===== config.mk =====
export PLATFORM = sky130hd
export DESIGN_NAME = oven_safety_thermostat_core_flat
export DESIGN_NICKNAME = d
export VERILOG_FILES = /design/src/design/ost_pkg.sv /design/src/design/ost_ifs.sv /design/src/design/oven_safety_thermostat_core.sv /design/src/flat_wrapper.sv
export SDC_FILE = /design/constraint.sdc
export NUM_CORES = 1
export LEC_CHECK = 0
export BUFFER_PORTS_ARGS = -buffer_cell sky130_fd_sc_hd__buf_2
export CORE_ASPECT_RATIO = 2
export CORE_MARGIN = 10
export CORE_UTILIZATION = 35
export DETAILED_ROUTE_END_ITERATION = 8
export GPL_TIMING_DRIVEN = 0
export PLACE_DENSITY_LB_ADDON = 0.05
export SYNTH_ARGS = -nofsm -noshare
export SYNTH_HDL_FRONTEND = slang
export SYNTH_SLANG_ARGS = --single-unit

===== constraint.sdc =====
create_clock -name clk -period 7.81 [get_ports clk]
set_clock_uncertainty 0.2 [all_clocks]
set_input_delay 0.3905 -clock clk [delete_from_list [all_inputs] [get_ports clk]]
set_output_delay 0.3905 -clock clk [all_outputs]
set_load 0.005 [all_outputs]

===== src/design/ost_pkg.sv =====
package ost_pkg;

  // Raw converter full scale and scaling factors
  localparam int unsigned RAW_W      = 12;
  localparam int unsigned TEMP_W     = 9;
  localparam int unsigned SETP_W     = 7;
  localparam int unsigned CFG_IDX_W  = 3;
  localparam int unsigned CFG_DATA_W = 12;

  localparam logic [12:0] RAW_FULL    = 13'd4095;
  localparam logic [11:0] SHORT_LIMIT = 12'd4080;
  localparam logic [8:0]  TEMP_SCALE  = 9'd330;
  localparam logic [5:0]  SETP_SCALE  = 6'd60;
  localparam logic [6:0]  SETP_BASE   = 7'd20;

  typedef enum logic [1:0] {
    MODE_STANDBY = 2'd0,
    MODE_HEATING = 2'd1,
    MODE_COOLING = 2'd2,
    MODE_ALARM   = 2'd3
  } mode_t;

  typedef enum logic [2:0] {
    ALARM_OK    = 3'd0,
    ALARM_OPEN  = 3'd1,
    ALARM_SHORT = 3'd2,
    ALARM_OVER  = 3'd3,
    ALARM_UNDER = 3'd4,
    ALARM_RISE  = 3'd5,
    ALARM_FALL  = 3'd6
  } alarm_t;

  typedef enum logic [CFG_IDX_W-1:0] {
    CFG_ENABLE_THRESHOLD  = 3'd0,
    CFG_HYSTERESIS_BAND   = 3'd1,
    CFG_WARN_MARGIN       = 3'd2,
    CFG_RISE_LIMIT        = 3'd3,
    CFG_FALL_LIMIT        = 3'd4,
    CFG_OVERHEAT_LIMIT    = 3'd5,
    CFG_RESTART_LIMIT     = 3'd6,
    CFG_OPEN_SENSOR_LIMIT = 3'd7
  } cfg_idx_t;

endpackage


===== src/design/ost_ifs.sv =====
interface ost_in_if;
  logic                        valid;
  logic                        ready;
  logic [ost_pkg::RAW_W-1:0]   sensor_raw;
  logic [ost_pkg::RAW_W-1:0]   setpoint_raw;
  logic [ost_pkg::RAW_W-1:0]   enable_raw;
  logic                        clear_request;

  modport source (output valid, sensor_raw, setpoint_raw, enable_raw, clear_request,
                  input ready);
  modport sink (input valid, sensor_raw, setpoint_raw, enable_raw, clear_request,
                output ready);
endinterface

interface ost_out_if;
  logic                        valid;
  logic                        ready;
  logic                        heater;
  logic                        lamp;
  logic                        buzzer;
  ost_pkg::mode_t              mode;
  ost_pkg::alarm_t             alarm;
  logic [ost_pkg::TEMP_W-1:0]  temperature;
  logic [ost_pkg::SETP_W-1:0]  setpoint;
  logic                        cleared;

  modport source (output valid, heater, lamp, buzzer, mode, alarm, temperature, setpoint,
                  cleared, input ready);
  modport sink (input valid, heater, lamp, buzzer, mode, alarm, temperature, setpoint,
                cleared, output ready);
endinterface

interface ost_cfg_if;
  logic                            valid;
  logic                            ready;
  ost_pkg::cfg_idx_t               index;
  logic [ost_pkg::CFG_DATA_W-1:0]  data;

  modport source (output valid, index, data, input ready);
  modport sink (input valid, index, data, output ready);
endinterface


===== src/design/oven_safety_thermostat_core.sv =====
// Pipeline: an accepted sample word is captured in the input register, then moves to
// the result register once the result side is free. Throughput: one sample word per cycle
// while the result side does not stall; scaling sits before the input register and
// detection, history and heater control sit between input and result registers.
// Reset (rst_n, synchronous, active low) restores register defaults, clears lockout,
// heater, buzzer phase and history fill; history entries themselves are not cleared.
module oven_safety_thermostat_core #(
  parameter int HISTORY_DEPTH = 5
) (
  input  logic          clk,
  input  logic          rst_n,
  ost_in_if.sink        in_chan,
  ost_out_if.source     out_chan,
  ost_cfg_if.sink       cfg_chan
);

  localparam int SLOT_W = (HISTORY_DEPTH > 1) ? $clog2(HISTORY_DEPTH) : 1;
  localparam int CNT_W  = $clog2(HISTORY_DEPTH + 1);
  localparam logic [SLOT_W-1:0] LAST_SLOT = SLOT_W'(HISTORY_DEPTH - 1);
  localparam logic [CNT_W-1:0]  FULL_CNT  = CNT_W'(HISTORY_DEPTH);

  // Configuration registers
  logic [11:0] enable_threshold_r;
  logic [4:0]  hysteresis_band_r;
  logic [5:0]  warn_margin_r;
  logic [8:0]  rise_limit_r;
  logic [8:0]  fall_limit_r;
  logic [8:0]  overheat_limit_r;
  logic [8:0]  restart_limit_r;
  logic [11:0] open_sensor_limit_r;

  assign cfg_chan.ready = 1'b1;

  // Take a register write
  always_ff @(posedge clk) begin
    if (!rst_n) begin
      enable_threshold_r  <= 12'd200;
      hysteresis_band_r   <= 5'd2;
      warn_margin_r       <= 6'd5;
      rise_limit_r        <= 9'd30;
      fall_limit_r        <= 9'd50;
      overheat_limit_r    <= 9'd300;
      restart_limit_r     <= 9'd250;
      open_sensor_limit_r <= 12'd10;
    end else if (cfg_chan.valid) begin
      unique case (cfg_chan.index)
        ost_pkg::CFG_ENABLE_THRESHOLD:  enable_threshold_r  <= cfg_chan.data;
        ost_pkg::CFG_HYSTERESIS_BAND:   hysteresis_band_r   <= cfg_chan.data[4:0];
        ost_pkg::CFG_WARN_MARGIN:       warn_margin_r       <= cfg_chan.data[5:0];
        ost_pkg::CFG_RISE_LIMIT:        rise_limit_r        <= cfg_chan.data[8:0];
        ost_pkg::CFG_FALL_LIMIT:        fall_limit_r        <= cfg_chan.data[8:0];
        ost_pkg::CFG_OVERHEAT_LIMIT:    overheat_limit_r    <= cfg_chan.data[8:0];
        ost_pkg::CFG_RESTART_LIMIT:     restart_limit_r     <= cfg_chan.data[8:0];
        ost_pkg::CFG_OPEN_SENSOR_LIMIT: open_sensor_limit_r <= cfg_chan.data;
        default: ;
      endcase
    end
  end

  // Scale the raw readings: x/4095 as x>>12 plus one correction step
  logic [20:0] temp_prod;
  logic [17:0] setp_prod;
  logic [12:0] temp_rem;
  logic [12:0] setp_rem;
  logic [8:0]  temp_scaled;
  logic [6:0]  setp_scaled;

  always_comb begin
    temp_prod   = 21'(in_chan.sensor_raw) * 21'(ost_pkg::TEMP_SCALE);
    setp_prod   = 18'(in_chan.setpoint_raw) * 18'(ost_pkg::SETP_SCALE);
    temp_rem    = {1'b0, temp_prod[11:0]} + 13'(temp_prod[20:12]);
    setp_rem    = {1'b0, setp_prod[11:0]} + 13'(setp_prod[17:12]);
    temp_scaled = temp_prod[20:12] + 9'(temp_rem >= ost_pkg::RAW_FULL);
    setp_scaled = ost_pkg::SETP_BASE + 7'(setp_prod[17:12])
                  + 7'(setp_rem >= ost_pkg::RAW_FULL);
  end

  // Input register and result register handshake
  logic        s1_v_r;
  logic [11:0] s1_sraw_r;
  logic [11:0] s1_eraw_r;
  logic [8:0]  s1_temp_r;
  logic [6:0]  s1_setp_r;
  logic        s1_clear_r;
  logic        out_v_r;
  logic        out_free;
  logic        s1_fire;
  logic        in_fire;

  assign out_free      = !out_v_r || out_chan.ready;
  assign s1_fire       = s1_v_r && out_free;
  assign in_chan.ready = !s1_v_r || out_free;
  assign in_fire       = in_chan.valid && in_chan.ready;

  always_ff @(posedge clk) begin
    if (!rst_n) begin
      s1_v_r <= 1'b0;
    end else if (in_chan.ready) begin
      s1_v_r <= in_chan.valid;
    end
  end

  always_ff @(posedge clk) begin
    if (in_fire) begin
      s1_sraw_r  <= in_chan.sensor_raw;
      s1_eraw_r  <= in_chan.enable_raw;
      s1_temp_r  <= temp_scaled;
      s1_setp_r  <= setp_scaled;
      s1_clear_r <= in_chan.clear_request;
    end
  end

  // Control state
  logic [8:0]        hist_r [HISTORY_DEPTH];
  logic [SLOT_W-1:0] slot_r, slot_nxt;
  logic [CNT_W-1:0]  fill_r, fill_nxt;
  logic              full_r, full_nxt;
  logic              lockout_r, lockout_nxt;
  ost_pkg::alarm_t   latched_r, latched_nxt;
  logic              heat_r, heat_nxt;
  logic              phase_r, phase_nxt;

  // Per-sample result
  logic              sensor_bad;
  logic              hist_wr;
  ost_pkg::alarm_t   found;
  logic [8:0]        prior_temp;
  logic              rise_hit;
  logic              fall_hit;
  logic              active;
  logic [7:0]        setp_lo;
  logic [7:0]        setp_hi;
  logic [7:0]        setp_warn;
  logic              heater_o, lamp_o, buzzer_o, cleared_o;
  ost_pkg::mode_t    mode_o;
  ost_pkg::alarm_t   alarm_o;

  assign prior_temp = hist_r[slot_r];

  always_comb begin
    sensor_bad = (s1_sraw_r < open_sensor_limit_r) || (s1_sraw_r > ost_pkg::SHORT_LIMIT);
    rise_hit   = {1'b0, s1_temp_r} > ({1'b0, prior_temp} + {1'b0, rise_limit_r});
    fall_hit   = {1'b0, prior_temp} > ({1'b0, s1_temp_r} + {1'b0, fall_limit_r});
    active     = s1_eraw_r > enable_threshold_r;
    setp_lo    = {1'b0, s1_setp_r};
    setp_hi    = {1'b0, s1_setp_r} + 8'(hysteresis_band_r);
    setp_warn  = {1'b0, s1_setp_r} + 8'(warn_margin_r);

    slot_nxt    = slot_r;
    fill_nxt    = fill_r;
    full_nxt    = full_r;
    lockout_nxt = lockout_r;
    latched_nxt = latched_r;
    heat_nxt    = heat_r;
    phase_nxt   = phase_r;
    hist_wr     = 1'b0;
    found       = ost_pkg::ALARM_OK;

    // Detect in priority order; history advances only past the limit checks
    priority if (s1_sraw_r < open_sensor_limit_r) begin
      found = ost_pkg::ALARM_OPEN;
    end else if (s1_sraw_r > ost_pkg::SHORT_LIMIT) begin
      found = ost_pkg::ALARM_SHORT;
    end else if (s1_temp_r > overheat_limit_r) begin
      found = ost_pkg::ALARM_OVER;
    end else begin
      hist_wr  = 1'b1;
      slot_nxt = (slot_r == LAST_SLOT) ? '0 : slot_r + 1'b1;
      if (!full_r) begin
        if (fill_r < FULL_CNT) begin
          fill_nxt = fill_r + 1'b1;
        end
        if (fill_nxt >= FULL_CNT) begin
          full_nxt = 1'b1;
        end
      end else if (rise_hit) begin
        found = ost_pkg::ALARM_RISE;
      end else if (fall_hit) begin
        found = ost_pkg::ALARM_FALL;
      end
    end

    // Latch a new alarm
    if (found != ost_pkg::ALARM_OK) begin
      latched_nxt = found;
      lockout_nxt = 1'b1;
      heat_nxt    = 1'b0;
    end

    heater_o  = 1'b0;
    lamp_o    = 1'b0;
    buzzer_o  = 1'b0;
    cleared_o = 1'b0;
    mode_o    = ost_pkg::MODE_STANDBY;
    alarm_o   = ost_pkg::ALARM_OK;

    if (lockout_nxt) begin
      // Locked out: toggle the buzzer, release on a sane clear request
      mode_o    = ost_pkg::MODE_ALARM;
      phase_nxt = !phase_r;
      buzzer_o  = phase_nxt;
      alarm_o   = latched_nxt;
      if (s1_clear_r && !sensor_bad && (s1_temp_r <= restart_limit_r)) begin
        lockout_nxt = 1'b0;
        latched_nxt = ost_pkg::ALARM_OK;
        heat_nxt    = 1'b0;
        buzzer_o    = 1'b0;
        full_nxt    = 1'b0;
        slot_nxt    = '0;
        fill_nxt    = '0;
        cleared_o   = 1'b1;
      end
    end else if (active) begin
      // Hysteresis control around the setpoint
      lamp_o = 1'b1;
      if ({1'b0, s1_temp_r} + 10'(hysteresis_band_r) < {2'b0, setp_lo}) begin
        heat_nxt = 1'b1;
      end else if ({1'b0, s1_temp_r} > {2'b0, setp_hi}) begin
        heat_nxt = 1'b0;
      end
      if (heat_nxt) begin
        heater_o = 1'b1;
        mode_o   = ost_pkg::MODE_HEATING;
      end else begin
        mode_o   = ost_pkg::MODE_COOLING;
        buzzer_o = {1'b0, s1_temp_r} > {2'b0, setp_warn};
      end
    end else begin
      heat_nxt = 1'b0;
    end
  end

  // Advance control state on each processed sample
  always_ff @(posedge clk) begin
    if (!rst_n) begin
      slot_r    <= '0;
      fill_r    <= '0;
      full_r    <= 1'b0;
      lockout_r <= 1'b0;
      latched_r <= ost_pkg::ALARM_OK;
      heat_r    <= 1'b0;
      phase_r   <= 1'b0;
    end else if (s1_fire) begin
      slot_r    <= slot_nxt;
      fill_r    <= fill_nxt;
      full_r    <= full_nxt;
      lockout_r <= lockout_nxt;
      latched_r <= latched_nxt;
      heat_r    <= heat_nxt;
      phase_r   <= phase_nxt;
    end
  end

  // Write the temperature history
  always_ff @(posedge clk) begin
    if (s1_fire && hist_wr) begin
      hist_r[slot_r] <= s1_temp_r;
    end
  end

  // Result register
  logic            out_heater_r, out_lamp_r, out_buzzer_r, out_cleared_r;
  ost_pkg::mode_t  out_mode_r;
  ost_pkg::alarm_t out_alarm_r;
  logic [8:0]      out_temp_r;
  logic [6:0]      out_setp_r;

  always_ff @(posedge clk) begin
    if (!rst_n) begin
      out_v_r <= 1'b0;
    end else if (out_free) begin
      out_v_r <= s1_v_r;
    end
  end

  always_ff @(posedge clk) begin
    if (s1_fire) begin
      out_heater_r  <= heater_o;
      out_lamp_r    <= lamp_o;
      out_buzzer_r  <= buzzer_o;
      out_cleared_r <= cleared_o;
      out_mode_r    <= mode_o;
      out_alarm_r   <= alarm_o;
      out_temp_r    <= s1_temp_r;
      out_setp_r    <= s1_setp_r;
    end
  end

  assign out_chan.valid       = out_v_r;
  assign out_chan.heater      = out_heater_r;
  assign out_chan.lamp        = out_lamp_r;
  assign out_chan.buzzer      = out_buzzer_r;
  assign out_chan.mode        = out_mode_r;
  assign out_chan.alarm       = out_alarm_r;
  assign out_chan.temperature = out_temp_r;
  assign out_chan.setpoint    = out_setp_r;
  assign out_chan.cleared     = out_cleared_r;

endmodule


===== src/flat_wrapper.sv =====
// flat-port wrapper written by rule: the top's interface ports become plain ports
module oven_safety_thermostat_core_flat 
#(
  parameter int HISTORY_DEPTH = 5
)
  (clk, rst_n, in_chan_valid, in_chan_sensor_raw, in_chan_setpoint_raw, in_chan_enable_raw, in_chan_clear_request, in_chan_ready, out_chan_valid, out_chan_heater, out_chan_lamp, out_chan_buzzer, out_chan_mode, out_chan_alarm, out_chan_temperature, out_chan_setpoint, out_chan_cleared, out_chan_ready, cfg_chan_valid, cfg_chan_index, cfg_chan_data, cfg_chan_ready);
  ost_in_if in_chan_i ();
  ost_out_if out_chan_i ();
  ost_cfg_if cfg_chan_i ();
  input  logic clk;
  input  logic rst_n;
  input wire logic [$bits(in_chan_i.valid)-1:0] in_chan_valid;
  input wire logic [$bits(in_chan_i.sensor_raw)-1:0] in_chan_sensor_raw;
  input wire logic [$bits(in_chan_i.setpoint_raw)-1:0] in_chan_setpoint_raw;
  input wire logic [$bits(in_chan_i.enable_raw)-1:0] in_chan_enable_raw;
  input wire logic [$bits(in_chan_i.clear_request)-1:0] in_chan_clear_request;
  output wire logic [$bits(in_chan_i.ready)-1:0] in_chan_ready;
  output wire logic [$bits(out_chan_i.valid)-1:0] out_chan_valid;
  output wire logic [$bits(out_chan_i.heater)-1:0] out_chan_heater;
  output wire logic [$bits(out_chan_i.lamp)-1:0] out_chan_lamp;
  output wire logic [$bits(out_chan_i.buzzer)-1:0] out_chan_buzzer;
  output wire logic [$bits(out_chan_i.mode)-1:0] out_chan_mode;
  output wire logic [$bits(out_chan_i.alarm)-1:0] out_chan_alarm;
  output wire logic [$bits(out_chan_i.temperature)-1:0] out_chan_temperature;
  output wire logic [$bits(out_chan_i.setpoint)-1:0] out_chan_setpoint;
  output wire logic [$bits(out_chan_i.cleared)-1:0] out_chan_cleared;
  input wire logic [$bits(out_chan_i.ready)-1:0] out_chan_ready;
  input wire logic [$bits(cfg_chan_i.valid)-1:0] cfg_chan_valid;
  input wire logic [$bits(cfg_chan_i.index)-1:0] cfg_chan_index;
  input wire logic [$bits(cfg_chan_i.data)-1:0] cfg_chan_data;
  output wire logic [$bits(cfg_chan_i.ready)-1:0] cfg_chan_ready;
  assign in_chan_i.valid = in_chan_valid;
  assign in_chan_i.sensor_raw = in_chan_sensor_raw;
  assign in_chan_i.setpoint_raw = in_chan_setpoint_raw;
  assign in_chan_i.enable_raw = in_chan_enable_raw;
  assign in_chan_i.clear_request = in_chan_clear_request;
  assign in_chan_ready = in_chan_i.ready;
  assign out_chan_valid = out_chan_i.valid;
  assign out_chan_heater = out_chan_i.heater;
  assign out_chan_lamp = out_chan_i.lamp;
  assign out_chan_buzzer = out_chan_i.buzzer;
  assign out_chan_mode = out_chan_i.mode;
  assign out_chan_alarm = out_chan_i.alarm;
  assign out_chan_temperature = out_chan_i.temperature;
  assign out_chan_setpoint = out_chan_i.setpoint;
  assign out_chan_cleared = out_chan_i.cleared;
  assign out_chan_i.ready = out_chan_ready;
  assign cfg_chan_i.valid = cfg_chan_valid;
  assign cfg_chan_i.index = cfg_chan_index;
  assign cfg_chan_i.data = cfg_chan_data;
  assign cfg_chan_ready = cfg_chan_i.ready;
  oven_safety_thermostat_core #(.HISTORY_DEPTH(HISTORY_DEPTH)) u_core (.clk(clk), .rst_n(rst_n), .in_chan(in_chan_i), .out_chan(out_chan_i), .cfg_chan(cfg_chan_i));
endmodule

* Yosys cells after proc, flatten, opt, wreduce, memory -nomap -nowiden
Memories as Yosys holds them, arrays and structs flattened. A register that Yosys moved wholly into a read port is not among the register bits. Cells that the tools add are included.
Word-level totals: logic and storage cells 152, bits in writable memories 45, input port bits 57, output and inout bits 28, register bits 152, memories kept 1
Memories:
- u_core.hist_r | depth 5, bits a word 9, read ports 1, clocked after memory_dff 1, wr ports 1, RTL line oven_safety_thermostat_core.sv:114 | logic [8:0] hist_r [HISTORY_DEPTH];
Operators by class: $add $sub $neg 12, eq/ne operators 8, multiplexer cells 60, magnitude comparators 14, bitwise gates (word level) 1, reductions and logical operators 24, multiply operators 2
Operator list (number):
- $mux W3 | 28
- $mux W1 | 30
- $ge A13 B12 Y1 const B | 2
- $add A9 B9 Y10 | 2
- $gt A9 B10 Y1 | 2
- $mul A12 B8 Y20 const B | 1
- $gt A9 B8 Y1 | 2
- $reduce_and A2 Y1 | 9
- $mul A12 B4 Y16 const B | 1
- $eq A3 B3 Y1 const B | 5
- $add A12 B6 Y13 | 1
- $add A12 B9 Y13 | 1
- $gt A12 B12 Y1 | 1
- $gt A12 B12 Y1 const B | 1
- $lt A12 B12 Y1 | 1
- $add A9 B5 Y10 | 1
- $lt A10 B7 Y1 | 1
- $add A9 B1 Y9 | 1
- $gt A9 B9 Y1 | 1
- $le A9 B9 Y1 | 1
- $add A7 B5 Y8 | 1
- $add A7 B6 Y8 | 1
- $add A5 B6 Y7 const A | 1
- $add A7 B1 Y7 | 1
- 13 further kinds | 25

* Logic depth before layout (Yosys ltp)
depth after elaboration 17, mapped depth 28, depth with buffers taken out 28

* Worst setup path after synthesis
Ideal clock, no wire load.
path type input port to flip-flop, start input in_chan_sensor_raw[3], end register u_core.s1_temp_r[6], data pin, slack 1.314 ns, setup time 0.267 ns, required time 7.343 ns, buffers on the path 0, arrival 6.029 ns, cell stages on the path 28, cells stage by stage ha_1 -> fa_1 -> inv_1 -> fa_1 -> inv_1 -> ha_1 -> ha_1 -> a21oi_1 -> o211ai_1 -> a21o_2 -> a21o_1 -> a21oi_1 -> xnor2_1 -> ha_1 -> nand2_1 -> nor2_1 -> a211o_1 -> maj3_1 -> inv_1 -> o311a_1 -> a2111o_1 -> or3_1 -> o31ai_1 -> ha_1 -> ha_1 -> nand2_1 -> nor3_1 -> xor2_1
On the way: longest elaborated chain between the ends 4
Ends and longest elaborated chain:
- from (decl) | RTL line flat_wrapper.sv:13 | input wire logic [$bits(in_chan_i.sensor_raw)-1:0] in_chan_sensor_raw;
- $mul A12 B8 Y20 * | RTL line oven_safety_thermostat_core.sv:69 | temp_prod = 21'(in_chan.sensor_raw) * 21'(ost_pkg::TEMP_SCALE);
- $add A12 B9 Y13 | RTL line oven_safety_thermostat_core.sv:71 | temp_rem = {1'b0, temp_prod[11:0]} + 13'(temp_prod[20:12]);
- $ge A13 B12 Y1 | RTL line oven_safety_thermostat_core.sv:73 | temp_scaled = temp_prod[20:12] + 9'(temp_rem >= ost_pkg::RAW_FULL);
- $add A9 B1 Y9 * | RTL line oven_safety_thermostat_core.sv:73
- via u_core.temp_scaled[6] | RTL line oven_safety_thermostat_core.sv:65 | logic [8:0] temp_scaled;
- to (signal assigned) | RTL line oven_safety_thermostat_core.sv:107 | s1_temp_r <= temp_scaled;
- to (decl) | RTL line oven_safety_thermostat_core.sv:82 | logic [8:0] s1_temp_r;
Mark *: on every way through the listed nets, which the timed path passes. The rest lies on a longest branch. A chain may end at the register's enable or synchronous reset.

* Worst setup path after layout
start input in_chan_sensor_raw[3], end register u_core.s1_temp_r[8], data pin
Same word-level chain as after synthesis.

==> flow_metrics.py <==
metrics = {
    "worst_setup_path": {
        "worstPathMaxFanout": 6,
        "crit_top_cell": "ha_1",
        "cp_data_arrival_time_ps": 7420,
        "critPathSlowestCell": "dlygate4sd3_1",
        "end_kind": "flop",
        "critPathKind": "in -> reg",
        "cpPeakStageDelay_ps": 530,
        "worst-path-buf-inv": 5,
        "critPathTopFamily": "adder cells",
        "startpoint_type": "input pin",
        "cp.required_ps": 7810,
    },
    "yosys": {
        "ys.flop_type": "edfxtp_1",
        "synth_area_leaders": "edfxtp_1 (24%), ha_1 (19%), dfxtp_1 (13%)",
        "syn_avg_cell_area_um2": 10.1,
        "synth_common_cells": "ha_1 (207), nand2_1 (144), inv_1 (135)",
        "synth.largest_area_cell": "edfxtp_1",
        "seq_area_frac_synth_pct": 37.0,
        "synthArstFlopShare_pct": 0,
        "synth_cells": 1367,
        "synthesis.nets": 1673,
        "synthesis.area_um2": 13800,
        "ys_seq_elements": 200,
        "ys_types": 73,
        "ys_warn_count": 0,
        "synth_edf_count": 111,
        "yosysMostFrequentCell": "ha_1",
        "synth_top_area_share_pct": 24.1,
    },
    "routing": {
        "drt_first_pass_iters": 5,
        "drt-initial-drc-count": 320,
        "dr_total_vias": 10249,
        "wl_mm": 39.6,
        "viasPerCell": 5.05,
        "wire_per_inst_um": 19.5,
        "drc": 0,
        "antenna_left": 0,
    },
    "floorplan": {
        "die_h_um": 301,
        "dieArea_um2": 48400,
        "die_x_um": 161,
        "core-area_um2": 39300,
        "start_util_pct": 35.2,
        "io_pins": 85,
        "rows": 103,
    },
    "clock_network": {
        "cts_tree": "yes",
        "clock_path_buffers": 2,
        "path_clk_slew_ps": 80,
        "clock-sinks": 200,
        "numCtsBuffers": 17,
        "clock_latency_ps": 460,
        "root_buffer": "clkbuf_16",
        "htreeDepth": 4,
        "post_cts_buffers": 0,
    },
    "pwr": {
        "power_leakage_uw": 0.00666,
        "peakVddDrop_mv": 0.127,
        "powerDensity_nw_per_um2": 291,
    },
    "grt": {
        "grt-busiest-layer": "met2",
        "grt_first_pass_wirelength_mm": 61.0,
        "overflow": 0,
        "antenna_found_initial": 3,
        "grt_max_degree": 34,
        "met2_usage_pct": 33.8,
        "grt_use_met1_pct": 15.7,
        "track_usage_pct": 16.5,
        "met3_usage_pct": 2.79,
        "grt_pass1_vias": 10890,
    },
    "timing": {
        "slew_viol_final": 0,
        "finalHoldViolations": 0,
        "max_slew_margin_pct": 13.6,
        "fmax_mhz": 135,
        "min_period_ps": 7430,
        "tightestPinTransition_ps": 1290,
        "final_min_period_over_clock_period_pct": 95.1,
        "fin_tns_setup_ps": 0,
        "finalSetupViolations": 0,
        "rsz0062_at_grt": "no",
    },
    "placement": {
        "portBuffers": 75,
        "placed_area_um2": 14900,
        "dp_hpwl_mm": 31.9,
        "gp_congestion": 0.796,
    },
    "worst_hold_path": {
        "min_path_type": "in -> reg",
    },
    "finish": {
        "multiInputGateArea_um2": 8150,
        "area_growth_syn_to_layout_pct": 14.5,
        "final_area_um2": 15800,
        "layout.area.seq_um2": 5110,
        "fillCellCount": 3927,
        "drive_above_1_share_pct": 10.1,
        "nNetsFinal": 1794,
        "final_util_pct": 40.3,
    },
    "flow_run": {
        "drv_cap": 0,
    },
    "status": {
        "outcome": "finished clean",
    },
}
## final cells by class
| cell class | count | share of cell area [%] |
|---|---|---|
| antenna | 2 | 0.0316 |
| buffer | 30 | 0.742 |
| clock buffer | 17 | 2.69 |
| clock inverter | 15 | 1.37 |
| inverter | 136 | 3.22 |
| multi-input combinational | 1001 | 51.4 |
| sequential | 200 | 32.3 |
| tap | 525 | 4.15 |
| timing repair buffer | 102 | 4.06 |
## metrics by stage
| stage | power (µW) | setup slack [ps] | cells | hold slack (ps) |
|---|---|---|---|---|
| detailed placement | 3700 | 327 | 1972 | 249 |
| floorplan | 3010 | 1310 | 1367 | 233 |
| global placement | 3660 | 334 | 1967 | 245 |
| global route | 5010 | 18.9 | 2026 | 28.7 |
| CTS | 4690 | 269 | 2026 | 14.4 |
| finish | 4610 | 381 | 2028 | 29.3 |
## state kept, by name (all words and copies together), names as in the netlist, 5 cells and up, named ones only
signal                       cells
u_core.overheat_limit_r          9
u_core.out_chan.temperature      9
u_core.warn_margin_r             6
u_core.rise_limit_r              9
u_core.s1_setp_r                 7
u_core.s1_temp_r                 9
u_core.restart_limit_r           9
u_core.s1_eraw_r                12
u_core.s1_sraw_r                12
u_core.fall_limit_r              9
u_core.hysteresis_band_r         5
u_core.hist_r                   45
u_core.enable_threshold_r       12
u_core.out_chan.setpoint         7
u_core.open_sensor_limit_r      12
## layer usage
layer / wire length (µm) / up-vias
met3: 1040 / 50
met2: 23200 / 139
met1: 14000 / 4910
li1: - / 5144
met5: 43 / -
met4: 1230 / 6
## layout by cell type, fill, tap and decap left out, types with 26 or more instances in the layout
master,synthesis,routed
edfxtp_1,111,111
nand2_1,144,144
inv_1,135,135
buf_2,1,77
a21o_1,39,39
xnor2_1,46,45
nor2_1,52,52
a21oi_1,114,113
fa_1,42,42
o21ai_0,37,37
dfxtp_1,89,89
o21a_1,26,26
nand3_1,27,27
clkbuf_1,26,26
ha_1,207,206
## final timing paths
kind                                                   start                      endpoint  slack (ps)  cells past startpoint
worst max-delay path                   in_chan_sensor_raw[3]           u_core.s1_temp_r[8]         380                     30
worst min-delay path                  in_chan_sensor_raw[11]          u_core.s1_sraw_r[11]          30                      1
worst max register to register                          flop                 u_core.heat_r        1150                     24
worst min register to register  u_core.enable_threshold_r[4]  u_core.enable_threshold_r[4]         260                      2
## kinds of logic after synthesis
family,Yosys count,share of synthesized area (%)
AO/OA/AOI/OAI,304,14.2
XOR/XNOR,71,4.49
adder cells (fa/ha/maj),250,24.9
buffers and inverters,166,4.54
flip-flops,200,37.0
multiplexers,31,3.13
other,1,0.0271
AND/OR/NAND/NOR,344,11.8
## repair_timing
item / 4_1_cts / 5_1_grt
hold buffers: 22 / 0
hold endpoints to repair: 25 / 0
endpoints found under the setup margin: 0 / 3
gates resized for setup: 0 / 6
## power by group
group / internal (µW) / switching, µW
Combinational: 973 / 1220
Sequential: 1270 / 196
Clock: 452 / 503
Total: 2690 / 1920
(Power assumes the default switching activity.)
